`src/mrs_pkg.sv`:
```
`timescale 1ns / 1ps
// ----------------------------------------------------------------------------
// Modbus RTU slave responder package
// Function codes, sizing defaults, CRC-16 step and the sequencer microprogram.
// ----------------------------------------------------------------------------
package mrs_pkg;

  localparam int NumCoilsDef = 16;
  localparam int NumRegsDef  = 16;

  localparam logic [7:0]  FUNC_READ_COILS = 8'd1;
  localparam logic [7:0]  FUNC_READ_REGS  = 8'd3;
  localparam logic [7:0]  FUNC_WRITE_COIL = 8'd5;
  localparam logic [7:0]  FUNC_WRITE_REG  = 8'd6;

  localparam logic [15:0] COIL_ON   = 16'hFF00;
  localparam logic [15:0] COIL_OFF  = 16'h0000;
  localparam logic [15:0] CRC_INIT  = 16'hFFFF;
  localparam logic [15:0] CRC_POLY  = 16'hA001;

  localparam int PcW = 5;

  // program entry points and loop heads
  localparam logic [PcW-1:0] PC_RD_COILS  = 5'd0;
  localparam logic [PcW-1:0] PC_COIL_LOOP = 5'd3;
  localparam logic [PcW-1:0] PC_RD_REGS   = 5'd8;
  localparam logic [PcW-1:0] PC_REG_LOOP  = 5'd11;
  localparam logic [PcW-1:0] PC_WR_COIL   = 5'd16;
  localparam logic [PcW-1:0] PC_ECHO_BODY = 5'd17;
  localparam logic [PcW-1:0] PC_WR_REG    = 5'd24;

  typedef enum logic [3:0] {
    SRC_UNIT    = 4'd0,
    SRC_FUNC    = 4'd1,
    SRC_BC_COIL = 4'd2,
    SRC_BC_REG  = 4'd3,
    SRC_ADDR_HI = 4'd4,
    SRC_ADDR_LO = 4'd5,
    SRC_CV_HI   = 4'd6,
    SRC_CV_LO   = 4'd7,
    SRC_REG_HI  = 4'd8,
    SRC_REG_LO  = 4'd9,
    SRC_ACC     = 4'd10,
    SRC_CRC_LO  = 4'd11,
    SRC_CRC_HI  = 4'd12
  } src_e;

  typedef enum logic [2:0] {
    COND_NEXT     = 3'd0,
    COND_ALWAYS   = 3'd1,
    COND_BIT_MORE = 3'd2,
    COND_CNT_NZ   = 3'd3,
    COND_REG_MORE = 3'd4
  } cond_e;

  typedef struct packed {
    logic           emit;
    src_e           src;
    logic           last;
    logic           done;
    logic           clr_acc;
    logic           coil_shift;
    logic           reg_adv;
    logic           coil_wr;
    logic           reg_wr;
    cond_e          cond;
    logic [PcW-1:0] target;
  } uword_t;

  typedef struct packed {
    logic        coil_we;
    logic        coil_wd;
    logic        reg_we;
    logic [15:0] reg_wd;
  } wr_t;

  function automatic logic [15:0] crc_byte(input logic [15:0] crc, input logic [7:0] b);
    logic [15:0] c;
    c = crc ^ {8'h00, b};
    for (int k = 0; k < 8; k++) begin
      if (c[0]) begin
        c = (c >> 1) ^ CRC_POLY;
      end else begin
        c = c >> 1;
      end
    end
    return c;
  endfunction

  function automatic uword_t em(input src_e s);
    uword_t w;
    w      = '0;
    w.emit = 1'b1;
    w.src  = s;
    return w;
  endfunction

  function automatic uword_t ucode(input logic [PcW-1:0] pc);
    uword_t w;
    w = '0;
    unique case (pc)
      // read coils
      5'd0:  w = em(SRC_UNIT);
      5'd1:  w = em(SRC_FUNC);
      5'd2:  begin
        w = em(SRC_BC_COIL);
        w.clr_acc = 1'b1;
      end
      5'd3:  w = '0;
      5'd4:  begin
        w.coil_shift = 1'b1;
        w.cond       = COND_BIT_MORE;
        w.target     = PC_COIL_LOOP;
      end
      5'd5:  begin
        w = em(SRC_ACC);
        w.clr_acc = 1'b1;
        w.cond    = COND_CNT_NZ;
        w.target  = PC_COIL_LOOP;
      end
      5'd6:  w = em(SRC_CRC_LO);
      5'd7:  begin
        w = em(SRC_CRC_HI);
        w.last = 1'b1;
        w.done = 1'b1;
      end
      // read holding registers
      5'd8:  w = em(SRC_UNIT);
      5'd9:  w = em(SRC_FUNC);
      5'd10: w = em(SRC_BC_REG);
      5'd11: w = '0;
      5'd12: w = em(SRC_REG_HI);
      5'd13: begin
        w = em(SRC_REG_LO);
        w.reg_adv = 1'b1;
        w.cond    = COND_REG_MORE;
        w.target  = PC_REG_LOOP;
      end
      5'd14: w = em(SRC_CRC_LO);
      5'd15: begin
        w = em(SRC_CRC_HI);
        w.last = 1'b1;
        w.done = 1'b1;
      end
      // write coil, then shared echo
      5'd16: begin
        w = em(SRC_UNIT);
        w.coil_wr = 1'b1;
      end
      5'd17: w = em(SRC_FUNC);
      5'd18: w = em(SRC_ADDR_HI);
      5'd19: w = em(SRC_ADDR_LO);
      5'd20: w = em(SRC_CV_HI);
      5'd21: w = em(SRC_CV_LO);
      5'd22: w = em(SRC_CRC_LO);
      5'd23: begin
        w = em(SRC_CRC_HI);
        w.last = 1'b1;
        w.done = 1'b1;
      end
      // write register, then join the echo
      5'd24: begin
        w = em(SRC_UNIT);
        w.reg_wr = 1'b1;
        w.cond   = COND_ALWAYS;
        w.target = PC_ECHO_BODY;
      end
      default: begin
        w.done = 1'b1;
      end
    endcase
    return w;
  endfunction

endpackage

```
`src/mrs_if.sv`:
```
`timescale 1ns / 1ps
// ----------------------------------------------------------------------------
// Modbus RTU slave responder channels
// Request channel (decoded request) and response channel (frame bytes).
// ----------------------------------------------------------------------------
interface mrs_req_if;
  logic        valid;
  logic        ready;
  logic [7:0]  unit_id;
  logic [7:0]  function_code;
  logic [15:0] start_address;
  logic [15:0] count_or_value;

  modport source (output valid, unit_id, function_code, start_address, count_or_value,
                  input ready);
  modport sink   (input valid, unit_id, function_code, start_address, count_or_value,
                  output ready);
endinterface

interface mrs_rsp_if;
  logic       valid;
  logic       ready;
  logic [7:0] frame_byte;
  logic       last_byte;

  modport source (output valid, frame_byte, last_byte, input ready);
  modport sink   (input valid, frame_byte, last_byte, output ready);
endinterface

```
`src/modbus_rtu_slave_responder.sv`:
```
`timescale 1ns / 1ps
// ----------------------------------------------------------------------------
// Modbus RTU slave responder
// Microcoded sequencer answering read/write coil and holding register requests.
// ----------------------------------------------------------------------------
// The entry word of the registered request emits the first response byte.
// Throughput: one frame byte per cycle while the response channel accepts, plus
//   wait words for each register and coil read (registered memory read port).
// Next request is taken once the last byte sits in the output register.
// Reset: a fill pass over max(NUM_COILS, NUM_REGS) entries loads the reset
//   image; no request is taken until it ends.
module modbus_rtu_slave_responder #(
  parameter int NUM_COILS = mrs_pkg::NumCoilsDef,
  parameter int NUM_REGS  = mrs_pkg::NumRegsDef
) (
  input  logic      clk_i,
  input  logic      rst_ni,
  mrs_req_if.sink   req_i,
  mrs_rsp_if.source rsp_o
);

  localparam int CoilW = (NUM_COILS > 1) ? $clog2(NUM_COILS) : 1;
  localparam int RegW  = (NUM_REGS > 1) ? $clog2(NUM_REGS) : 1;
  localparam int IdxW  = (CoilW > RegW) ? CoilW : RegW;
  localparam int NMax  = (NUM_COILS > NUM_REGS) ? NUM_COILS : NUM_REGS;
  localparam int CntW  = $clog2(NMax + 1);

  logic                     busy_q, busy_d;
  logic [mrs_pkg::PcW-1:0]  pc_q, pc_d;
  logic [7:0]               unit_q, unit_d;
  logic [7:0]               func_q, func_d;
  logic [15:0]              addr_q, addr_d;
  logic [15:0]              cv_q, cv_d;
  logic [IdxW-1:0]          idx_q, idx_d;
  logic [CntW-1:0]          cnt_q, cnt_d;
  logic [2:0]               pos_q, pos_d;
  logic [7:0]               acc_q, acc_d;
  logic [15:0]              crc_q, crc_d;
  logic                     out_valid_q, out_valid_d;
  logic [7:0]               out_byte_q, out_byte_d;
  logic                     out_last_q, out_last_d;

  mrs_pkg::uword_t          uw;
  mrs_pkg::wr_t             wr;
  logic                     init_busy;
  logic                     coil_rd;
  logic [15:0]              reg_rd;
  logic                     accept;
  logic                     out_free;
  logic                     step_go;
  logic                     take;
  logic                     req_ok;
  logic [mrs_pkg::PcW-1:0]  entry;
  logic [16:0]              span;
  logic [16:0]              bc_coil;
  logic [7:0]               byte_sel;

  mrs_store #(
    .NUM_COILS (NUM_COILS),
    .NUM_REGS  (NUM_REGS),
    .IdxW      (IdxW)
  ) u_store (
    .clk_i       (clk_i),
    .rst_ni      (rst_ni),
    .rd_addr_i   (idx_q),
    .wr_addr_i   (IdxW'(addr_q)),
    .wr_i        (wr),
    .init_busy_o (init_busy),
    .coil_rd_o   (coil_rd),
    .reg_rd_o    (reg_rd)
  );

  assign req_i.ready = !busy_q && !init_busy;
  assign accept      = req_i.valid && req_i.ready;

  // decode the request and pick the program entry
  always_comb begin
    span   = {1'b0, req_i.start_address} + {1'b0, req_i.count_or_value};
    req_ok = 1'b0;
    entry  = mrs_pkg::PC_RD_COILS;
    unique case (req_i.function_code)
      mrs_pkg::FUNC_READ_COILS: begin
        req_ok = (req_i.count_or_value != 16'd0) && (span <= 17'(NUM_COILS));
        entry  = mrs_pkg::PC_RD_COILS;
      end
      mrs_pkg::FUNC_READ_REGS: begin
        req_ok = (req_i.count_or_value != 16'd0) && (span <= 17'(NUM_REGS));
        entry  = mrs_pkg::PC_RD_REGS;
      end
      mrs_pkg::FUNC_WRITE_COIL: begin
        req_ok = req_i.start_address < 16'(NUM_COILS);
        entry  = mrs_pkg::PC_WR_COIL;
      end
      mrs_pkg::FUNC_WRITE_REG: begin
        req_ok = req_i.start_address < 16'(NUM_REGS);
        entry  = mrs_pkg::PC_WR_REG;
      end
      default: begin
        req_ok = 1'b0;
      end
    endcase
  end

  assign uw       = mrs_pkg::ucode(pc_q);
  assign out_free = !out_valid_q || rsp_o.ready;
  assign step_go  = busy_q && (!uw.emit || out_free);
  assign bc_coil  = ({1'b0, cv_q} + 17'd7) >> 3;

  always_comb begin
    unique case (uw.cond)
      mrs_pkg::COND_NEXT:     take = 1'b0;
      mrs_pkg::COND_ALWAYS:   take = 1'b1;
      mrs_pkg::COND_BIT_MORE: take = !((pos_q == 3'd7) || (cnt_q == CntW'(1)));
      mrs_pkg::COND_CNT_NZ:   take = cnt_q != '0;
      mrs_pkg::COND_REG_MORE: take = cnt_q != CntW'(1);
      default:                take = 1'b0;
    endcase
  end

  always_comb begin
    unique case (uw.src)
      mrs_pkg::SRC_UNIT:    byte_sel = unit_q;
      mrs_pkg::SRC_FUNC:    byte_sel = func_q;
      mrs_pkg::SRC_BC_COIL: byte_sel = bc_coil[7:0];
      mrs_pkg::SRC_BC_REG:  byte_sel = {cv_q[6:0], 1'b0};
      mrs_pkg::SRC_ADDR_HI: byte_sel = addr_q[15:8];
      mrs_pkg::SRC_ADDR_LO: byte_sel = addr_q[7:0];
      mrs_pkg::SRC_CV_HI:   byte_sel = cv_q[15:8];
      mrs_pkg::SRC_CV_LO:   byte_sel = cv_q[7:0];
      mrs_pkg::SRC_REG_HI:  byte_sel = reg_rd[15:8];
      mrs_pkg::SRC_REG_LO:  byte_sel = reg_rd[7:0];
      mrs_pkg::SRC_ACC:     byte_sel = acc_q;
      mrs_pkg::SRC_CRC_LO:  byte_sel = crc_q[7:0];
      mrs_pkg::SRC_CRC_HI:  byte_sel = crc_q[15:8];
      default:              byte_sel = 8'h00;
    endcase
  end

  always_comb begin
    wr.coil_we = step_go && uw.coil_wr
                 && ((cv_q == mrs_pkg::COIL_ON) || (cv_q == mrs_pkg::COIL_OFF));
    wr.coil_wd = cv_q == mrs_pkg::COIL_ON;
    wr.reg_we  = step_go && uw.reg_wr;
    wr.reg_wd  = cv_q;
  end

  always_comb begin
    busy_d      = busy_q;
    pc_d        = pc_q;
    unit_d      = unit_q;
    func_d      = func_q;
    addr_d      = addr_q;
    cv_d        = cv_q;
    idx_d       = idx_q;
    cnt_d       = cnt_q;
    pos_d       = pos_q;
    acc_d       = acc_q;
    crc_d       = crc_q;
    out_valid_d = out_valid_q && !rsp_o.ready;
    out_byte_d  = out_byte_q;
    out_last_d  = out_last_q;

    if (accept) begin
      busy_d = req_ok;
      pc_d   = entry;
      unit_d = req_i.unit_id;
      func_d = req_i.function_code;
      addr_d = req_i.start_address;
      cv_d   = req_i.count_or_value;
      idx_d  = IdxW'(req_i.start_address);
      cnt_d  = CntW'(req_i.count_or_value);
      pos_d  = 3'd0;
      acc_d  = 8'h00;
      crc_d  = mrs_pkg::CRC_INIT;
    end else if (step_go) begin
      if (uw.done) begin
        busy_d = 1'b0;
      end else if (take) begin
        pc_d = uw.target;
      end else begin
        pc_d = pc_q + mrs_pkg::PcW'(1);
      end
      if (uw.emit) begin
        out_valid_d = 1'b1;
        out_byte_d  = byte_sel;
        out_last_d  = uw.last;
        if ((uw.src != mrs_pkg::SRC_CRC_LO) && (uw.src != mrs_pkg::SRC_CRC_HI)) begin
          crc_d = mrs_pkg::crc_byte(crc_q, byte_sel);
        end
      end
      if (uw.coil_shift) begin
        acc_d = acc_q | (8'(coil_rd) << pos_q);
        pos_d = pos_q + 3'd1;
        idx_d = idx_q + IdxW'(1);
        cnt_d = cnt_q - CntW'(1);
      end
      if (uw.reg_adv) begin
        idx_d = idx_q + IdxW'(1);
        cnt_d = cnt_q - CntW'(1);
      end
      if (uw.clr_acc) begin
        acc_d = 8'h00;
        pos_d = 3'd0;
      end
    end
  end

  always_ff @(posedge clk_i or negedge rst_ni) begin
    if (!rst_ni) begin
      busy_q      <= 1'b0;
      pc_q        <= mrs_pkg::PC_RD_COILS;
      out_valid_q <= 1'b0;
    end else begin
      busy_q      <= busy_d;
      pc_q        <= pc_d;
      out_valid_q <= out_valid_d;
    end
  end

  always_ff @(posedge clk_i) begin
    unit_q     <= unit_d;
    func_q     <= func_d;
    addr_q     <= addr_d;
    cv_q       <= cv_d;
    idx_q      <= idx_d;
    cnt_q      <= cnt_d;
    pos_q      <= pos_d;
    acc_q      <= acc_d;
    crc_q      <= crc_d;
    out_byte_q <= out_byte_d;
    out_last_q <= out_last_d;
  end

  assign rsp_o.valid      = out_valid_q;
  assign rsp_o.frame_byte = out_byte_q;
  assign rsp_o.last_byte  = out_last_q;

endmodule

```
`src/mrs_store.sv`:
```
`timescale 1ns / 1ps
// ----------------------------------------------------------------------------
// Coil and holding register store
// Two dual-port memories with registered reads and a post-reset fill pass.
// ----------------------------------------------------------------------------
module mrs_store #(
  parameter int NUM_COILS = mrs_pkg::NumCoilsDef,
  parameter int NUM_REGS  = mrs_pkg::NumRegsDef,
  parameter int IdxW      = (NUM_COILS > NUM_REGS)
                            ? ((NUM_COILS > 1) ? $clog2(NUM_COILS) : 1)
                            : ((NUM_REGS > 1) ? $clog2(NUM_REGS) : 1)
) (
  input  logic               clk_i,
  input  logic               rst_ni,
  input  logic [IdxW-1:0]    rd_addr_i,
  input  logic [IdxW-1:0]    wr_addr_i,
  input  mrs_pkg::wr_t       wr_i,
  output logic               init_busy_o,
  output logic               coil_rd_o,
  output logic [15:0]        reg_rd_o
);

  localparam int CoilW = (NUM_COILS > 1) ? $clog2(NUM_COILS) : 1;
  localparam int RegW  = (NUM_REGS > 1) ? $clog2(NUM_REGS) : 1;
  localparam int NMax  = (NUM_COILS > NUM_REGS) ? NUM_COILS : NUM_REGS;

  logic              coil_mem [NUM_COILS];
  logic [15:0]       reg_mem  [NUM_REGS];

  logic              init_q, init_d;
  logic [IdxW-1:0]   init_idx_q, init_idx_d;

  always_comb begin
    init_d     = init_q;
    init_idx_d = init_idx_q;
    if (init_q) begin
      if (int'(init_idx_q) == NMax - 1) begin
        init_d = 1'b0;
      end else begin
        init_idx_d = init_idx_q + IdxW'(1);
      end
    end
  end

  always_ff @(posedge clk_i or negedge rst_ni) begin
    if (!rst_ni) begin
      init_q     <= 1'b1;
      init_idx_q <= '0;
    end else begin
      init_q     <= init_d;
      init_idx_q <= init_idx_d;
    end
  end

  always_ff @(posedge clk_i) begin
    if (init_q) begin
      if (int'(init_idx_q) < NUM_COILS) begin
        coil_mem[init_idx_q[CoilW-1:0]] <= (int'(init_idx_q) < 8);
      end
    end else if (wr_i.coil_we) begin
      coil_mem[wr_addr_i[CoilW-1:0]] <= wr_i.coil_wd;
    end
    coil_rd_o <= coil_mem[rd_addr_i[CoilW-1:0]];
  end

  always_ff @(posedge clk_i) begin
    if (init_q) begin
      if (int'(init_idx_q) < NUM_REGS) begin
        reg_mem[init_idx_q[RegW-1:0]] <= 16'(int'(init_idx_q) * 2 + 3);
      end
    end else if (wr_i.reg_we) begin
      reg_mem[wr_addr_i[RegW-1:0]] <= wr_i.reg_wd;
    end
    reg_rd_o <= reg_mem[rd_addr_i[RegW-1:0]];
  end

  assign init_busy_o = init_q;

endmodule

```
`src/flat_wrapper.sv`:
```
// flat-port wrapper written by rule: the top's interface ports become plain ports
module modbus_rtu_slave_responder_flat 
#(
  parameter int NUM_COILS = mrs_pkg::NumCoilsDef,
  parameter int NUM_REGS  = mrs_pkg::NumRegsDef
)
  (clk_i, rst_ni, req_i_valid, req_i_unit_id, req_i_function_code, req_i_start_address, req_i_count_or_value, req_i_ready, rsp_o_valid, rsp_o_frame_byte, rsp_o_last_byte, rsp_o_ready);
  mrs_req_if req_i_i ();
  mrs_rsp_if rsp_o_i ();
  input  logic clk_i;
  input  logic rst_ni;
  input wire logic [$bits(req_i_i.valid)-1:0] req_i_valid;
  input wire logic [$bits(req_i_i.unit_id)-1:0] req_i_unit_id;
  input wire logic [$bits(req_i_i.function_code)-1:0] req_i_function_code;
  input wire logic [$bits(req_i_i.start_address)-1:0] req_i_start_address;
  input wire logic [$bits(req_i_i.count_or_value)-1:0] req_i_count_or_value;
  output wire logic [$bits(req_i_i.ready)-1:0] req_i_ready;
  output wire logic [$bits(rsp_o_i.valid)-1:0] rsp_o_valid;
  output wire logic [$bits(rsp_o_i.frame_byte)-1:0] rsp_o_frame_byte;
  output wire logic [$bits(rsp_o_i.last_byte)-1:0] rsp_o_last_byte;
  input wire logic [$bits(rsp_o_i.ready)-1:0] rsp_o_ready;
  assign req_i_i.valid = req_i_valid;
  assign req_i_i.unit_id = req_i_unit_id;
  assign req_i_i.function_code = req_i_function_code;
  assign req_i_i.start_address = req_i_start_address;
  assign req_i_i.count_or_value = req_i_count_or_value;
  assign req_i_ready = req_i_i.ready;
  assign rsp_o_valid = rsp_o_i.valid;
  assign rsp_o_frame_byte = rsp_o_i.frame_byte;
  assign rsp_o_last_byte = rsp_o_i.last_byte;
  assign rsp_o_i.ready = rsp_o_ready;
  modbus_rtu_slave_responder #(.NUM_COILS(NUM_COILS), .NUM_REGS(NUM_REGS)) u_core (.clk_i(clk_i), .rst_ni(rst_ni), .req_i(req_i_i), .rsp_o(rsp_o_i));
endmodule
```
`config.mk`:
```
export PLATFORM = sky130hd
export DESIGN_NAME = modbus_rtu_slave_responder_flat
export DESIGN_NICKNAME = d
export VERILOG_FILES = /design/src/mrs_pkg.sv /design/src/mrs_if.sv /design/src/modbus_rtu_slave_responder.sv /design/src/mrs_store.sv /design/src/flat_wrapper.sv
export SDC_FILE = /design/constraint.sdc
export NUM_CORES = 1
export LEC_CHECK = 0
export ABC_CLOCK_PERIOD_IN_PS = 12800
export BUFFER_PORTS_ARGS = -buffer_cell sky130_fd_sc_hd__buf_2
export CORE_MARGIN = 4
export CORE_UTILIZATION = 50
export DETAILED_ROUTE_END_ITERATION = 10
export PLACE_DENSITY = 0.67
export SLEW_MARGIN = 25
export SYNTH_ARGS = -nofsm -noshare
export SYNTH_HDL_FRONTEND = slang
export SYNTH_SLANG_ARGS = --single-unit
```
`constraint.sdc`:
```
create_clock -name clk_i -period 12.8 [get_ports clk_i]
set_input_delay 2.56 -clock clk_i [delete_from_list [all_inputs] [get_ports clk_i]]
set_output_delay 2.56 -clock clk_i [all_outputs]
set_load 0.02 [all_outputs]
```
==> reports/results.ini <==
[setup_path]
cp-start-kind = primary input
cpPeakStageDelay_ns = 0.89
cp_num_cells = 7
cpMaxStageDelayCell = nor2_2
crit_buf_inv = 2
reg2reg_slack_ns = 7.77
cp.required_ns = 12.97
worst_path_dominant_cell_family = simple AND/OR/NAND/NOR gates
worstSetupPathType = primary input to flip-flop
reg2reg_to = u_core.u_store.reg_mem[14][11]
path_cells = buf_2, inv_1, nand3_1, nand2_1, nor3_4, a31oi_1, nor2_2
cp.arrival_ns = 5.22
critPathCapture = u_core.u_store.reg_mem[14][11]
rr_worst_depth = 11
cp-end-kind = flip-flop
timing.rr.start = u_core.pc_q[0]
crit_path_start = rsp_o_ready
critPathMaxFanout = 24

[floorplanning]
rows = 68
core_area_um2 = 34600
die_h_um = 195
die_area_um2 = 38200
die-width_um = 195
start_util_pct = 50.7
ios = 63

[power]
power.internal_uw = 2230
switching_power_uw = 583
p_per_area_nw_per_um2 = 142
power_uw = 2810
p_sw_share_pct = 20.7
peakVddDrop_v = 0.000118
seq_power_share_pct = 50.0
power.leakage_uw = 0.00748
power_frac_comb_pct = 4.3
power_frac_clock_pct = 45.7

[clock_network]
cts_root_buf = clkbuf_16
cts_buffer_depth = 3
cts_resized = 0
numCtsBuffers = 42
postCtsSetupBuffers = 0
path_clk_slew_ns = 0.06
postCtsHoldBufs = 0
cts-htree-levels = 2
cts_tree = yes
clock-sinks = 394
clock_latency_ns = 0.55

[detailed_routing]
drc_errors = 0
vias = 10800
drt-total-wl_mm = 43.2
wl_per_cell_um = 25.3
postRouteAntennaNets = 0
drt_first_pass_iters = 5
drt_iter0_drc = 1086
vias_per_cell = 6.31

[global_routing]
overflow = 0
grt_max_degree = 69
track_usage_pct = 22.6
grt_pass1_vias = 10500
antenna_found_initial = 1
grt_first_pass_wirelength_mm = 65.9

[logic_synthesis]
yosysSeqAreaShare_pct = 64.5
syn_area_um2 = 17600
synth.distinct_cells = 91
syn_avg_cell_area_um2 = 15.2
synth_fp_nets = 1235
synthFlopType = edfxtp_1
netlist_instances = 1155
synth_top_area_cell = edfxtp_1
synth-edff-count = 338
synth_area_leaders = edfxtp_1, mux4_2, dfxtp_1
synth_most_common_cell = edfxtp_1
synth_warnings = 0
synthTopCellsByCount = edfxtp_1, mux4_2, nor2_1
synth_top_cell_area_share_pct = 57.8
async_flop_share_pct = 3.05
synth-seq-cells = 394

[cells_and_area]
post-route-util_pct = 57.2
drive_gt1_share_pct = 22.3
final_area_um2 = 19800
fin_nets = 1297
syn2layout_area_growth_pct = 12.7
insertedDiodeCount = 0
fillers = 2658

[flow_run]
drv_cap = 0

[timing]
period_minus_slack_ns = 5.05
rsz0062_at_grt = no
finalSetupTns_ns = 0
tightest_slew_ns = 1.02
timing.final.crit_share_pct = 39.5
setup_violations = 0
maxSlewHeadroom_pct = 32.1
finalHoldViolations = 0
fmax_mhz = 198
hold_ws_ns = 0.486
clock_skew_ns = 0.0163
slew_violations = 0

[placement]
gp_congestion = 0.918
dp_hpwl_mm = 29.0
placedInstanceArea_um2 = 18300
portBuffers = 62

[status]
status = finished, final reports clean

[hold_path]
hold_class = flip-flop to flip-flop

-- sequential cells by signal (all words and copies together), names as in the netlist, 8 cells and up --
register,count
u_core.rsp_o.frame_byte,8
u_core.u_store.coil_mem,16
u_core.acc_q,8
u_core.u_store.reg_rd_o,16
u_core.u_store.reg_mem,256
u_core.addr_q,16
u_core.crc_q,16
u_core.unit_q,8
u_core.func_q,8
u_core.cv_q,16
-- power groups by stage --
| stage | clock (µW) | combinational, µW | sequential [µW] |
|---|---|---|---|
| 2_1_floorplan | 0 | 86.4 | 1420 |
| 6_report | 1290 | 121 | 1410 |
| 5_1_grt | 1360 | 133 | 1410 |
| 3_3_place_gp | 0 | 120 | 1430 |
| 4_1_cts | 1300 | 122 | 1410 |
| 3_5_place_dp | 0 | 121 | 1430 |
-- area by class of cell --
type	count	area (µm²)	share of cell area, %
Clock buffer	54	1130	5.69
Clock inverter	24	350	1.77
Inverter	31	119	0.600
Multi-Input combinational cell	672	5880	29.7
Sequential cell	394	11300	57.2
Tap cell	455	569	2.88
Timing Repair Buffer	76	415	2.10
-- layout by cell type, fill, tap and decap left out, types with 10 or more instances in the layout --
master,synthesis,routed
nor3_1,20,19
nor2_1,77,61
nand4_1,11,11
o21ai_0,46,46
dfxtp_1,44,44
a21oi_1,50,49
nand3_1,28,28
buf_2,14,62
buf_4,4,14
and2_1,12,12
o211ai_1,16,16
xor2_1,14,14
xnor2_1,20,20
a31oi_1,13,13
nand2_1,72,72
clkbuf_16,0,43
and3_1,12,12
mux4_2,85,85
ha_1,27,27
inv_1,30,29
edfxtp_1,338,338
dfrtp_1,11,11
clkbuf_1,25,10
mux2i_1,16,16
nor2_2,2,17
nor4_1,11,11
-- metrics by stage --
stage,std cells,setup WS [ns]
after floorplan,1155,7.98
after global routing,1706,7.42
after global placement,1628,6.90
after CTS,1706,7.78
final,1706,7.75
after detailed placement,1628,7.22
-- worst min-delay path by stage --
stage / start / slack (ns) / to / depth (start not counted)
finish: u_core.pos_q[2] / 0.49 / u_core.pos_q[2] / 2
global route: u_core.acc_q[0] / 0.50 / u_core.acc_q[0] / 2
CTS: u_core.pos_q[2] / 0.49 / u_core.pos_q[2] / 2
detailed placement: u_core.acc_q[0] / 0.48 / u_core.acc_q[0] / 2
global placement: u_core.acc_q[1] / 0.46 / u_core.acc_q[1] / 2
floorplan: u_core.acc_q[7] / 0.43 / u_core.acc_q[7] / 2
-- tightest hold or removal path: stages, from the launching register on --
cell     delay, ns
dfxtp_1       0.33
nand2_1       0.06
a21oi_1       0.05
-- layer usage --
| layer | up-vias | wire length (µm) | global-route usage [%] |
|---|---|---|---|
| met5 | - | 13 | 0 |
| met4 | 2 | 1690 | 8.17 |
| met3 | 115 | 3390 | 3.97 |
| met2 | 522 | 20100 | 34.8 |
| met1 | 5437 | 18000 | 32.6 |
| li1 | 4691 | - | - |
-- cell families after synthesis --
logic type / synth area share [%]
compound gates: 8.04
xor+xnor: 2.76
fa+ha+maj: 2.04
buf+inv: 2.40
flops: 64.5
mux: 12.0
simple gates: 8.19
Note: power is estimated with default switching activity, not from simulation.
